`src/rtl/core/gmr1_pkg.sv`:
```
// gmr1_pkg: shared types, codes and lfsr helpers for the gmr-1 a5/1 keystream unit
// no dependencies; compiled first, imported by every module of the block

package gmr1_pkg;

    // register widths
    localparam int unsigned ONE_W   = 19;
    localparam int unsigned TWO_W   = 22;
    localparam int unsigned THREE_W = 23;
    localparam int unsigned CTL_W   = 17;

    // feedback taps
    localparam logic [ONE_W-1:0]   TAPS_ONE   = 19'h72000;
    localparam logic [TWO_W-1:0]   TAPS_TWO   = 22'h311000;
    localparam logic [THREE_W-1:0] TAPS_THREE = 23'h660000;
    localparam logic [CTL_W-1:0]   TAPS_CTL   = 17'h13100;

    // payload widths
    localparam int unsigned KEY_W  = 64;
    localparam int unsigned FN_W   = 19;
    localparam int unsigned BITS_W = 7;

    // largest bit count per generate request
    localparam logic [BITS_W-1:0] MAX_BITS = 7'd64;

    // configuration port
    localparam int unsigned CFG_IDX_W = 1;
    localparam logic [CFG_IDX_W-1:0] CFG_CIPHER_MODE = 1'b0;
    localparam logic [CFG_IDX_W-1:0] CFG_SESSION_KEY = 1'b1;

    // cipher mode codes
    localparam logic MODE_A50 = 1'b0;
    localparam logic MODE_A51 = 1'b1;

    // request action codes
    localparam logic ACT_START = 1'b0;
    localparam logic ACT_GEN   = 1'b1;

    typedef enum logic [2:0] {
        ST_IDLE,
        ST_KEY,
        ST_SEED,
        ST_MIX,
        ST_GEN,
        ST_DONE
    } state_t;

    // controller to datapath
    typedef struct packed {
        logic init_frame;
        logic key_step;
        logic seed;
        logic mix_step;
        logic init_gen;
        logic gen_step;
        logic push;
    } cmd_t;

    // datapath to controller
    typedef struct packed {
        logic mode_a51;
        logic start_req;
        logic has_bits;
        logic key_last;
        logic mix_last;
        logic gen_last;
        logic out_free;
    } status_t;

    // one plain clock of each register
    function automatic logic [ONE_W-1:0] clk_one(input logic [ONE_W-1:0] r);
        return {r[ONE_W-2:0], ^(r & TAPS_ONE)};
    endfunction

    function automatic logic [TWO_W-1:0] clk_two(input logic [TWO_W-1:0] r);
        return {r[TWO_W-2:0], ^(r & TAPS_TWO)};
    endfunction

    function automatic logic [THREE_W-1:0] clk_three(input logic [THREE_W-1:0] r);
        return {r[THREE_W-2:0], ^(r & TAPS_THREE)};
    endfunction

    function automatic logic [CTL_W-1:0] clk_ctl(input logic [CTL_W-1:0] r);
        return {r[CTL_W-2:0], ^(r & TAPS_CTL)};
    endfunction

    function automatic logic maj3(input logic a, input logic b, input logic c);
        return (a & b) | (a & c) | (b & c);
    endfunction

    // frame key: swap adjacent key bytes, then fold in frame number fields
    function automatic logic [KEY_W-1:0] frame_key(input logic [KEY_W-1:0] k,
                                                   input logic [FN_W-1:0] fn);
        logic [KEY_W-1:0] w;
        logic [KEY_W-1:0] m;
        w = '0;
        m = '0;
        for (int p = 0; p < 4; p++)
        begin
            w[16*p +: 8]     = k[16*p + 8 +: 8];
            w[16*p + 8 +: 8] = k[16*p +: 8];
        end
        m[15:12] = fn[3:0];
        m[39:38] = fn[5:4];
        m[55:51] = fn[10:6];
        m[60:56] = fn[15:11];
        m[63:61] = fn[18:16];
        return w ^ m;
    endfunction

endpackage

```
`src/rtl/core/gmr1_if.sv`:
```
// gmr1_req_if / gmr1_res_if: valid-ready channels of the keystream unit
// depends on gmr1_pkg for payload widths

interface gmr1_req_if;
    import gmr1_pkg::*;

    logic              valid;
    logic              ready;
    logic              action;
    logic [FN_W-1:0]   frame_number;
    logic [BITS_W-1:0] bits_wanted;

    modport source (output valid, output action, output frame_number,
                    output bits_wanted, input ready);
    modport sink (input valid, input action, input frame_number,
                  input bits_wanted, output ready);
endinterface

interface gmr1_res_if;
    import gmr1_pkg::*;

    logic              valid;
    logic              ready;
    logic [KEY_W-1:0]  keystream;
    logic [BITS_W-1:0] bits_valid;

    modport source (output valid, output keystream, output bits_valid, input ready);
    modport sink (input valid, input keystream, input bits_valid, output ready);
endinterface

```
`src/rtl/core/gmr1_ctrl.sv`:
```
// gmr1_ctrl: sequencer for frame setup and keystream requests
// depends on gmr1_pkg (state_t, cmd_t, status_t)

module gmr1_ctrl
    import gmr1_pkg::*;
(
    input  logic    clk,
    input  logic    rst_n,
    input  logic    req_valid,
    output logic    req_ready,
    input  status_t status,
    output cmd_t    cmd
);

    state_t state_reg;
    state_t state_next;

    // state register
    always_ff @(posedge clk or negedge rst_n)
    begin
        if (!rst_n)
        begin
            state_reg <= ST_IDLE;
        end
        else
        begin
            state_reg <= state_next;
        end
    end

    // next state
    always_comb
    begin
        state_next = state_reg;
        unique case (state_reg)
            ST_IDLE:
            begin
                if (req_valid)
                begin
                    if (status.start_req)
                    begin
                        if (status.mode_a51)
                        begin
                            state_next = ST_KEY;
                        end
                    end
                    else if (status.has_bits)
                    begin
                        state_next = status.mode_a51 ? ST_GEN : ST_DONE;
                    end
                end
            end
            ST_KEY:
            begin
                if (status.key_last)
                begin
                    state_next = ST_SEED;
                end
            end
            ST_SEED:
            begin
                state_next = ST_MIX;
            end
            ST_MIX:
            begin
                if (status.mix_last)
                begin
                    state_next = ST_IDLE;
                end
            end
            ST_GEN:
            begin
                if (status.gen_last)
                begin
                    state_next = ST_DONE;
                end
            end
            ST_DONE:
            begin
                if (status.out_free)
                begin
                    state_next = ST_IDLE;
                end
            end
            default:
            begin
                state_next = ST_IDLE;
            end
        endcase
    end

    // commands and handshake
    always_comb
    begin
        cmd       = '0;
        req_ready = 1'b0;
        unique case (state_reg)
            ST_IDLE:
            begin
                req_ready = 1'b1;
                if (req_valid)
                begin
                    cmd.init_frame = status.start_req && status.mode_a51;
                    cmd.init_gen   = !status.start_req && status.has_bits;
                end
            end
            ST_KEY:
            begin
                cmd.key_step = 1'b1;
            end
            ST_SEED:
            begin
                cmd.seed = 1'b1;
            end
            ST_MIX:
            begin
                cmd.mix_step = 1'b1;
            end
            ST_GEN:
            begin
                cmd.gen_step = 1'b1;
            end
            ST_DONE:
            begin
                cmd.push = status.out_free;
            end
            default:
            begin
                cmd = '0;
            end
        endcase
    end

endmodule

```
`src/rtl/core/gmr1_datapath.sv`:
```
// gmr1_datapath: config registers, four lfsrs, step counter, keystream word, result register
// depends on gmr1_pkg (cmd_t, status_t, lfsr helpers, frame_key)

module gmr1_datapath
    import gmr1_pkg::*;
#(
    parameter int unsigned MIX_ROUNDS = 250
)
(
    input  logic                 clk,
    input  logic                 rst_n,
    input  logic                 cfg_we,
    input  logic [CFG_IDX_W-1:0] cfg_index,
    input  logic [KEY_W-1:0]     cfg_data,
    input  logic                 req_action,
    input  logic [FN_W-1:0]      req_frame_number,
    input  logic [BITS_W-1:0]    req_bits_wanted,
    input  logic                 res_ready,
    output logic                 res_valid,
    output logic [KEY_W-1:0]     res_keystream,
    output logic [BITS_W-1:0]    res_bits_valid,
    input  cmd_t                 cmd,
    output status_t              status
);

    localparam int unsigned CNT_W = ($clog2(MIX_ROUNDS) > 6) ? $clog2(MIX_ROUNDS) : 6;
    localparam logic [CNT_W-1:0] KEY_LAST = CNT_W'(KEY_W - 1);
    localparam logic [CNT_W-1:0] MIX_LAST = CNT_W'(MIX_ROUNDS - 1);

    logic                 mode_reg;
    logic [KEY_W-1:0]     key_reg;
    logic [ONE_W-1:0]     one_reg;
    logic [TWO_W-1:0]     two_reg;
    logic [THREE_W-1:0]   three_reg;
    logic [CTL_W-1:0]     ctl_reg;
    logic [KEY_W-1:0]     fkey_reg;
    logic [CNT_W-1:0]     cnt_reg;
    logic [BITS_W-1:0]    n_reg;
    logic [KEY_W-1:0]     ks_reg;
    logic                 res_valid_reg;
    logic [KEY_W-1:0]     res_ks_reg;
    logic [BITS_W-1:0]    res_n_reg;

    logic                 c0;
    logic                 c1;
    logic                 c2;
    logic                 mv;
    logic [ONE_W-1:0]     one_m;
    logic [TWO_W-1:0]     two_m;
    logic [THREE_W-1:0]   three_m;
    logic [CTL_W-1:0]     ctl_m;
    logic                 ks_bit;
    logic                 key_bit;
    logic [BITS_W-1:0]    n_sat;

    // configuration writes
    always_ff @(posedge clk or negedge rst_n)
    begin
        if (!rst_n)
        begin
            mode_reg <= MODE_A50;
            key_reg  <= '0;
        end
        else if (cfg_we)
        begin
            unique case (cfg_index)
                CFG_CIPHER_MODE: mode_reg <= cfg_data[0];
                CFG_SESSION_KEY: key_reg  <= cfg_data;
                default:         mode_reg <= mode_reg;
            endcase
        end
    end

    // majority clocking and output bit from the clocked values
    always_comb
    begin
        c0      = ctl_reg[15];
        c1      = ctl_reg[6];
        c2      = ctl_reg[1];
        mv      = maj3(c0, c1, c2);
        one_m   = (c0 == mv) ? clk_one(one_reg) : one_reg;
        two_m   = (c1 == mv) ? clk_two(two_reg) : two_reg;
        three_m = (c2 == mv) ? clk_three(three_reg) : three_reg;
        ctl_m   = clk_ctl(ctl_reg);
        ks_bit  = (maj3(one_m[1], one_m[6], one_m[15]) ^ one_m[11])
                ^ (maj3(two_m[3], two_m[8], two_m[14]) ^ two_m[1])
                ^ (maj3(three_m[4], three_m[15], three_m[19]) ^ three_m[0]);
        key_bit = fkey_reg[KEY_W-1];
        n_sat   = (req_bits_wanted > MAX_BITS) ? MAX_BITS : req_bits_wanted;
    end

    // lfsr state
    always_ff @(posedge clk or negedge rst_n)
    begin
        if (!rst_n)
        begin
            one_reg   <= '0;
            two_reg   <= '0;
            three_reg <= '0;
            ctl_reg   <= '0;
        end
        else if (cmd.init_frame)
        begin
            one_reg   <= '0;
            two_reg   <= '0;
            three_reg <= '0;
            ctl_reg   <= '0;
        end
        else if (cmd.key_step)
        begin
            one_reg   <= clk_one(one_reg) ^ ONE_W'(key_bit);
            two_reg   <= clk_two(two_reg) ^ TWO_W'(key_bit);
            three_reg <= clk_three(three_reg) ^ THREE_W'(key_bit);
            ctl_reg   <= clk_ctl(ctl_reg) ^ CTL_W'(key_bit);
        end
        else if (cmd.seed)
        begin
            one_reg[0]   <= 1'b1;
            two_reg[0]   <= 1'b1;
            three_reg[0] <= 1'b1;
            ctl_reg[0]   <= 1'b1;
        end
        else if (cmd.mix_step || cmd.gen_step)
        begin
            one_reg   <= one_m;
            two_reg   <= two_m;
            three_reg <= three_m;
            ctl_reg   <= ctl_m;
        end
    end

    // step counter
    always_ff @(posedge clk or negedge rst_n)
    begin
        if (!rst_n)
        begin
            cnt_reg <= '0;
        end
        else if (cmd.init_frame || cmd.init_gen || cmd.seed)
        begin
            cnt_reg <= '0;
        end
        else if (cmd.key_step || cmd.mix_step || cmd.gen_step)
        begin
            cnt_reg <= cnt_reg + CNT_W'(1);
        end
    end

    // frame key shifter, bit count and keystream word
    always_ff @(posedge clk)
    begin
        if (cmd.init_frame)
        begin
            fkey_reg <= frame_key(key_reg, req_frame_number);
        end
        else if (cmd.key_step)
        begin
            fkey_reg <= {fkey_reg[KEY_W-2:0], 1'b0};
        end

        if (cmd.init_gen)
        begin
            n_reg  <= n_sat;
            ks_reg <= '0;
        end
        else if (cmd.gen_step)
        begin
            ks_reg[cnt_reg[5:0]] <= ks_bit;
        end
    end

    // result register
    always_ff @(posedge clk or negedge rst_n)
    begin
        if (!rst_n)
        begin
            res_valid_reg <= 1'b0;
        end
        else if (cmd.push)
        begin
            res_valid_reg <= 1'b1;
        end
        else if (res_ready)
        begin
            res_valid_reg <= 1'b0;
        end
    end

    always_ff @(posedge clk)
    begin
        if (cmd.push)
        begin
            res_ks_reg <= ks_reg;
            res_n_reg  <= n_reg;
        end
    end

    assign res_valid      = res_valid_reg;
    assign res_keystream  = res_ks_reg;
    assign res_bits_valid = res_n_reg;

    // status to the controller
    always_comb
    begin
        status.mode_a51  = (mode_reg == MODE_A51);
        status.start_req = (req_action == ACT_START);
        status.has_bits  = (req_bits_wanted != '0);
        status.key_last  = (cnt_reg == KEY_LAST);
        status.mix_last  = (cnt_reg == MIX_LAST);
        status.gen_last  = (cnt_reg == CNT_W'(n_reg - BITS_W'(1)));
        status.out_free  = !res_valid_reg || res_ready;
    end

endmodule

```
`src/rtl/core/gmr1_a51_keystream_generator_unit.sv`:
```
// gmr1_a51_keystream_generator_unit: top level of the gmr-1 a5/1 keystream unit
// depends on gmr1_pkg, gmr1_if, gmr1_ctrl and gmr1_datapath
//
// Usage:
//   req channel (valid/ready) carries action, frame_number and bits_wanted.
//   res channel (valid/ready) returns keystream (first bit in bit 0) and bits_valid.
//   cfg_we/cfg_index/cfg_data write cipher_mode (index 0) and session_key
//   (index 1); write them only while the unit is idle.
// Request handling:
//   start request in a5/1 mode: ready drops while the lfsrs load the 64
//   frame key bits, take the seed bits and run MIX_ROUNDS mixing rounds; in
//   a5/0 mode it is taken and dropped.
//   generate request of n bits: one lfsr clock per bit; the bits then go to
//   the result register once it is free, and ready returns after that load.
//   a5/0 mode skips the clocks. A request with zero bits gives no result.
//   The single lfsr set bounds the rate: one request at a time, a new one is
//   taken only when the last one is through.
// Reset: lfsrs, cipher_mode and session_key clear to zero, no result pending.
// Stall: a finished result waits in the result register; the next request is
//   still taken, and a later result waits until the held one is taken.

module gmr1_a51_keystream_generator_unit
    import gmr1_pkg::*;
#(
    parameter int unsigned MIX_ROUNDS = 250
)
(
    input  logic                 clk,
    input  logic                 rst_n,
    input  logic                 cfg_we,
    input  logic [CFG_IDX_W-1:0] cfg_index,
    input  logic [KEY_W-1:0]     cfg_data,
    gmr1_req_if.sink             req,
    gmr1_res_if.source           res
);

    cmd_t    cmd;
    status_t status;

    // sequencer
    gmr1_ctrl u_ctrl (
        .clk       (clk),
        .rst_n     (rst_n),
        .req_valid (req.valid),
        .req_ready (req.ready),
        .status    (status),
        .cmd       (cmd)
    );

    // lfsrs and result path
    gmr1_datapath #(
        .MIX_ROUNDS (MIX_ROUNDS)
    ) u_datapath (
        .clk              (clk),
        .rst_n            (rst_n),
        .cfg_we           (cfg_we),
        .cfg_index        (cfg_index),
        .cfg_data         (cfg_data),
        .req_action       (req.action),
        .req_frame_number (req.frame_number),
        .req_bits_wanted  (req.bits_wanted),
        .res_ready        (res.ready),
        .res_valid        (res.valid),
        .res_keystream    (res.keystream),
        .res_bits_valid   (res.bits_valid),
        .cmd              (cmd),
        .status           (status)
    );

endmodule

```
`src/flat_wrapper.sv`:
```
// flat-port wrapper written by rule: the top's interface ports become plain ports
module gmr1_a51_keystream_generator_unit_flat import gmr1_pkg::*;
#(
    parameter int unsigned MIX_ROUNDS = 250
)
  (clk, rst_n, cfg_we, cfg_index, cfg_data, req_valid, req_action, req_frame_number, req_bits_wanted, req_ready, res_valid, res_keystream, res_bits_valid, res_ready);
  gmr1_req_if req_i ();
  gmr1_res_if res_i ();
  input  logic clk;
  input  logic rst_n;
  input  logic cfg_we;
  input  logic [CFG_IDX_W-1:0] cfg_index;
  input  logic [KEY_W-1:0] cfg_data;
  input wire logic [$bits(req_i.valid)-1:0] req_valid;
  input wire logic [$bits(req_i.action)-1:0] req_action;
  input wire logic [$bits(req_i.frame_number)-1:0] req_frame_number;
  input wire logic [$bits(req_i.bits_wanted)-1:0] req_bits_wanted;
  output wire logic [$bits(req_i.ready)-1:0] req_ready;
  output wire logic [$bits(res_i.valid)-1:0] res_valid;
  output wire logic [$bits(res_i.keystream)-1:0] res_keystream;
  output wire logic [$bits(res_i.bits_valid)-1:0] res_bits_valid;
  input wire logic [$bits(res_i.ready)-1:0] res_ready;
  assign req_i.valid = req_valid;
  assign req_i.action = req_action;
  assign req_i.frame_number = req_frame_number;
  assign req_i.bits_wanted = req_bits_wanted;
  assign req_ready = req_i.ready;
  assign res_valid = res_i.valid;
  assign res_keystream = res_i.keystream;
  assign res_bits_valid = res_i.bits_valid;
  assign res_i.ready = res_ready;
  gmr1_a51_keystream_generator_unit #(.MIX_ROUNDS(MIX_ROUNDS)) u_core (.clk(clk), .rst_n(rst_n), .cfg_we(cfg_we), .cfg_index(cfg_index), .cfg_data(cfg_data), .req(req_i), .res(res_i));
endmodule
```
`config.mk`:
```
export PLATFORM = sky130hd
export DESIGN_NAME = gmr1_a51_keystream_generator_unit_flat
export DESIGN_NICKNAME = d
export VERILOG_FILES = /design/src/rtl/core/gmr1_pkg.sv /design/src/rtl/core/gmr1_if.sv /design/src/rtl/core/gmr1_ctrl.sv /design/src/rtl/core/gmr1_datapath.sv /design/src/rtl/core/gmr1_a51_keystream_generator_unit.sv /design/src/flat_wrapper.sv
export SDC_FILE = /design/constraint.sdc
export NUM_CORES = 1
export LEC_CHECK = 0
export ABC_AREA = 1
export BUFFER_PORTS_ARGS = -buffer_cell sky130_fd_sc_hd__buf_2
export CAP_MARGIN = 20
export CORE_MARGIN = 8
export CORE_UTILIZATION = 59
export DETAILED_ROUTE_END_ITERATION = 6
export GPL_TIMING_DRIVEN = 0
export HOLD_SLACK_MARGIN = 0.1
export PLACE_DENSITY = 0.83
export SLEW_MARGIN = 15
export SYNTH_ARGS = -nofsm -noshare
export SYNTH_HDL_FRONTEND = slang
export SYNTH_SLANG_ARGS = --single-unit
```
`constraint.sdc`:
```
create_clock -name clk -period 9.65 [get_ports clk]
set_clock_uncertainty 0.1 [all_clocks]
set_input_delay 1.4475 -clock clk [delete_from_list [all_inputs] [get_ports clk]]
set_output_delay 1.4475 -clock clk [all_outputs]
set_load 0.02 [all_outputs]
```
=== After elaboration in Yosys (flattened, before gate mapping) ===
Cells that the tools add are included.

* Flip-flop bits (word level): 364
* Input port bits: 97
* Output and inout bits: 73
* Logic and storage cells: 164

* Add/subtract/negate cells: 2
* $lt $le $gt $ge: 3
* Equal/unequal tests: 19
* Multiplexer cells: 52
* Bitwise operators: 32
* Reduce and logical (&&, ||, !) cells: 35

{| class="wikitable"
|+ Operators by type and width
! operator !! number
|-
| 2-to-1 mux 64 bit || 2
|-
| 2-to-1 mux 22 bit || 5
|-
| 2-to-1 mux 23 bit || 4
|-
| 2-to-1 mux 19 bit || 4
|-
| bitwise mux 64 bit || 1
|-
| bitwise XOR 64 bit || 1
|-
| 2-to-1 mux 17 bit || 3
|-
| 2-to-1 mux 3 bit || 8
|-
| XOR reduction 23 bit || 1
|-
| bitwise XOR 23 x 1 -> 23 bit || 1
|-
| XOR reduction 22 bit || 1
|-
| bitwise XOR 22 x 1 -> 22 bit || 1
|-
| 2-to-1 mux 21 bit || 1
|-
| XOR reduction 19 bit || 1
|-
| bitwise XOR 19 x 1 -> 19 bit || 1
|-
| 2-to-1 mux 1 bit || 18
|-
| 2-to-1 mux 18 bit || 1
|-
| one-hot mux 3 bit (6 select lines) || 1
|-
| XOR reduction 17 bit || 1
|-
| bitwise XOR 17 x 1 -> 17 bit || 1
|-
| 2-to-1 mux 16 bit || 1
|-
| 2-to-1 mux 8 bit || 2
|-
| AND 1 bit || 12
|-
| nonzero test 3 bit || 4
|-
| other kinds (30) || 67
|}

=== Logic depth before layout (Yosys ltp) ===
* Depth after elaboration: 12
* Mapped depth: 16
* Depth with buffers taken out: 15

=== Modules after synthesis ===
A second synthesis with hierarchy kept.

* Cells, all modules: 1406
* Area total of the unflattened synthesis: 15723.8 um^2

{| class="wikitable"
|+ Modules (own cells, without submodules)
! module !! instances !! cells each !! area an instance (um^2) !! seq. area each (um^2)
|-
| gmr1_datapath || 1 || 1347 || 15337.2 || 9424.0
|-
| gmr1_ctrl || 1 || 59 || 386.6 || 75.1
|}

=== Worst setup path after synthesis ===
OpenSTA, ideal clock, no wires.

* Path type: input -> register
* Start: input port res_ready
* End: register u_core.u_datapath.res_n_reg[0] (netlist: u_core.u_datapath.res_bits_valid[0]) (enable)
* Setup time: 500 ps
* Data arrival time: 4453 ps
* Slack: 4597 ps
* Stages on the path: 2
* Cells stage by stage: nor2_1 -> nor2_1

{| class="wikitable"
|+ RTL lines
! element !! line !! source
|-
| from (decl) || flat_wrapper.sv:22 || <nowiki>input wire logic [$bits(res_i.ready)-1:0] res_ready;</nowiki>
|-
| to (signal assigned) || gmr1_datapath.sv:194 || <nowiki>res_n_reg <= n_reg;</nowiki>
|-
| to (decl) || gmr1_datapath.sv:42 || <nowiki>logic [BITS_W-1:0] res_n_reg;</nowiki>
|}

=== Worst setup path after layout ===
* Start: register u_core.u_ctrl.state_reg[1]
* End: output port req_ready

* Cells in the longest elaborated chain, start to end: 2

{| class="wikitable"
|+ RTL lines
! element !! line !! source
|-
| from (decl) || gmr1_ctrl.sv:15 || <nowiki>state_t state_reg;</nowiki>
|-
| from (signal assigned) || gmr1_ctrl.sv:27 || <nowiki>state_reg <= state_next;</nowiki>
|-
| zero test 3 bit || gmr1_ctrl.sv:97 || <nowiki>unique case (state_reg)</nowiki>
|-
| 2-to-1 mux 1 bit || gmr1_ctrl.sv:97 ||
|-
| to (decl) || flat_wrapper.sv:18 || <nowiki>output wire logic [$bits(req_i.ready)-1:0] req_ready;</nowiki>
|}

Every way passes these cells.

==> impl_summary.log <==
INFO  metric worst_reg2reg_path_depth = 9
INFO  metric placement.io_buffers = 169
INFO  metric finalHoldViolCount = 0
INFO  metric slew_headroom = a little over two fifths
INFO  metric core-area = 25910 sq um
INFO  metric detail_route.vias_per_cell = about 5.4
INFO  metric layout.cells.most_common_list = sky130_fd_sc_hd__nand2_1, sky130_fd_sc_hd__nor2_1, sky130_fd_sc_hd__inv_1
INFO  metric wire_length_of_the_first_global_routing_pass = between 50 and 60 mm
INFO  metric final.period_utilization = 32.80%
INFO  metric start_kind = flip-flop
INFO  metric crit_slowest_cell = sky130_fd_sc_hd__dfrtp_1
INFO  metric fill_cells = 1843
INFO  metric postSynth.asyncResetShare = 43.41%
INFO  metric initial_utilization = 59.68%
INFO  metric synth-edff-count = 142
INFO  metric synth_area = about 15000 sq um
INFO  metric syn-num-nets = 1700
INFO  metric synth.yosys.seq_area_share = 61.42%
INFO  metric cts-buffers-inserted = 37
INFO  metric holdBufCountCts = 0
INFO  metric globalplace.congestion = around 0.86
INFO  metric first_pass_iteration_count_of_the_detailed_router = 5
INFO  metric count_of_buffers_added_by_post_cts_timing_repair_for_setup = 0
INFO  metric grtUsageTotal = between 20% and 30%
INFO  metric detail_route.drc_violations = 0
INFO  metric clockBufferDepth = 3
INFO  metric clock.fmax = roughly 320 MHz
INFO  metric worst-path-max-fanout = 6
INFO  metric critPathRequiredTime = 8100 ps
INFO  metric post_synth_num_cell_types = 37
INFO  metric final.setup.tns = 0 ps
INFO  metric timing.rr.start = u_core.u_ctrl.state_reg[1]
INFO  metric design.die.area = approximately 32000 sq um
INFO  metric diodes = 0
INFO  metric antenna_found_initial = 3
INFO  metric pwr_density_cell = ~340 nW/um^2
INFO  metric grt_start_max_net_pins = 100
INFO  metric grt_overflow = 0
INFO  metric timing.reg2reg.setup_slack = 6820 ps
INFO  metric cell_chain_of_the_critical_path = nor2_1 -> nand2_1 -> inv_1 -> buf_2
INFO  metric wire_per_inst = ~16 microns
INFO  metric endpoint_kind = primary output
INFO  metric hpwlAfterDp = roughly 25 mm
INFO  metric drt_wl_total = about 36 mm
INFO  metric core.rowCount = between 50 and 60
INFO  metric layout-area-overhead-vs-synth = 17.11%
INFO  metric num_vias = about 12000
INFO  metric timing.critical_path.arrival = 1620 ps
INFO  metric hold_path.startpoint = u_core.u_datapath.ks_reg[18]
INFO  metric tritoncts = built
INFO  metric rr_endpoint = u_core.u_datapath.two_reg[3]
INFO  metric layout-drive-gt1-share = ~17%
INFO  metric detail-route-antenna-nets = 0
INFO  metric worstHoldPathType = flip-flop to flip-flop
INFO  metric total_power = roughly 6.2 mW
INFO  metric num_io_pins = 170
INFO  metric post-route-min-period = ~3200 ps
INFO  metric worst_hold_path.num_cells = 0
INFO  metric timing.max_cap.violations = 0
INFO  metric clk_latency = roughly 520 ps
INFO  metric worst_ir_drop_vdd = 0.2185 mV
INFO  metric yosys_most_used_dff = sky130_fd_sc_hd__dfrtp_1
INFO  metric cts.sink_count = about 360
INFO  metric drt_first_iter_violations = 969
INFO  metric syn_area_per_cell = around 9.7 sq um
INFO  metric leakagePower = ~8.3 nW
INFO  metric first_global_vias = ~12000
INFO  metric ys_seq_elements = between 300 and 400
INFO  metric synth.yosys.warnings = 0
INFO  metric max_slew_violation_count = 0
INFO  metric finalNetCount = 1912
INFO  metric cp_max_stage_delay = 450 ps
INFO  metric dieWidth = roughly 180 microns
INFO  metric cts_root_buffer = sky130_fd_sc_hd__clkbuf_16
INFO  metric path_clk_slew = around 60 ps
INFO  metric cts-resized-gates = 0
INFO  metric run_status = finished clean
INFO  metric synthCells = between 1500 and 2000
INFO  metric number_of_setup_violations_in_the_final_report = 0
INFO  metric worst_slew_pin_slew = roughly 840 ps
INFO  metric cts_h_tree_depth = 2
INFO  metric layout_commonest_cell = sky130_fd_sc_hd__nand2_1
INFO  metric worstSetupPathType = flip-flop to primary output
INFO  metric die_height = 177.9 microns
INFO  metric hold-path-endpoint = u_core.u_datapath.res_keystream[18]
INFO  metric rsz0062_at_grt = no
worst max path at each step:
stage	startpoint	to	slack (ps)	depth (start not counted)
floorplan	res_ready	u_core.u_datapath.res_bits_valid[0]	4600	2
global placement	res_ready	u_core.u_datapath.res_bits_valid[0]	3600	3
detailed placement	req_bits_wanted[5]	u_core.u_datapath.ks_reg[53]	6030	12
CTS	u_core.u_ctrl.state_reg[1]	req_ready	6480	4
global route	req_bits_wanted[5]	u_core.u_datapath.ks_reg[44]	6370	12
finish	u_core.u_ctrl.state_reg[1]	req_ready	6480	4
cell families after synthesis:
| logic type | synth area share [%] |
|---|---|
| adders and majority gates | 0.2427 |
| xor gates and xnor gates | 2.379 |
| AOI/OAI and AO/OA | 5.752 |
| DFF | 61.42 |
| muxes | 4.515 |
| buffers and inverters | 7.023 |
| and+or+nand+nor | 18.67 |
cells in the mapped netlist, drive strengths merged, types with 13 or more instances:
| library cell | n | area share [%] |
|---|---|---|
| o21ai | 71 | 2.3 |
| dfxtp | 64 | 8.3 |
| inv | 208 | 5.0 |
| nand4 | 20 | 0.81 |
| nand3 | 109 | 3.6 |
| edfxtp | 142 | 28 |
| mux2 | 62 | 4.5 |
| dfrtp | 158 | 26 |
| clkbuf | 43 | 1.2 |
| buf | 18 | 0.76 |
| nand2 | 324 | 8.0 |
| o22ai | 57 | 2.3 |
| xnor2 | 29 | 1.6 |
| xor2 | 13 | 0.74 |
| nor2 | 239 | 5.8 |
final cells by class:
cell class	instances	area (sq um)	share of cell area [%]
multi-input cells	965	4895	27.03
plain buffers	61	297.8	1.644
inverters	210	788.3	4.352
repair buffers	173	958.4	5.292
flip-flops and latches	364	9499	52.45
well taps	335	419.2	2.314
clock inverters	18	276.5	1.527
clock buffers	48	977.2	5.396
report_power, final:
group          switching, mW  total, mW  internal, mW  leakage (nW)
Clock                  0.589       1.50         0.906         0.612
Combinational           1.52       2.28         0.763          3.87
Sequential             0.237       2.45          2.22          3.81
stage by stage:
stage	setup WS, ps	std cells	hold WS (ps)	instance area [sq um]	util [%]
after CTS	6485	2174	336.6	18110	69.90
final	6485	2174	338.0	18110	69.90
after global routing	6367	2174	340.4	18110	69.90
after floorplan	4597	1600	303.0	15460	-
after detailed placement	6025	2108	318.7	16860	65.06
after global placement	3599	2104	315.5	16730	64.57
worst max-delay path, delay by kind of cell (launching register included):
family | cells | cell delay, ps
buf+inv | 2 | 340
flops | 1 | 450
simple gates | 2 | 320
routing by layer:
metal  global-route usage (%)  part of all wire, %  routed length, microns
met3                    5.723                  9.5                    3393
met2                    37.80                   48                   17140
met4                    7.711                  2.6                     923
met1                    28.41                   40                   14270
met5                        0                 0.11                      39
Note: power is estimated with default switching activity, not from simulation.
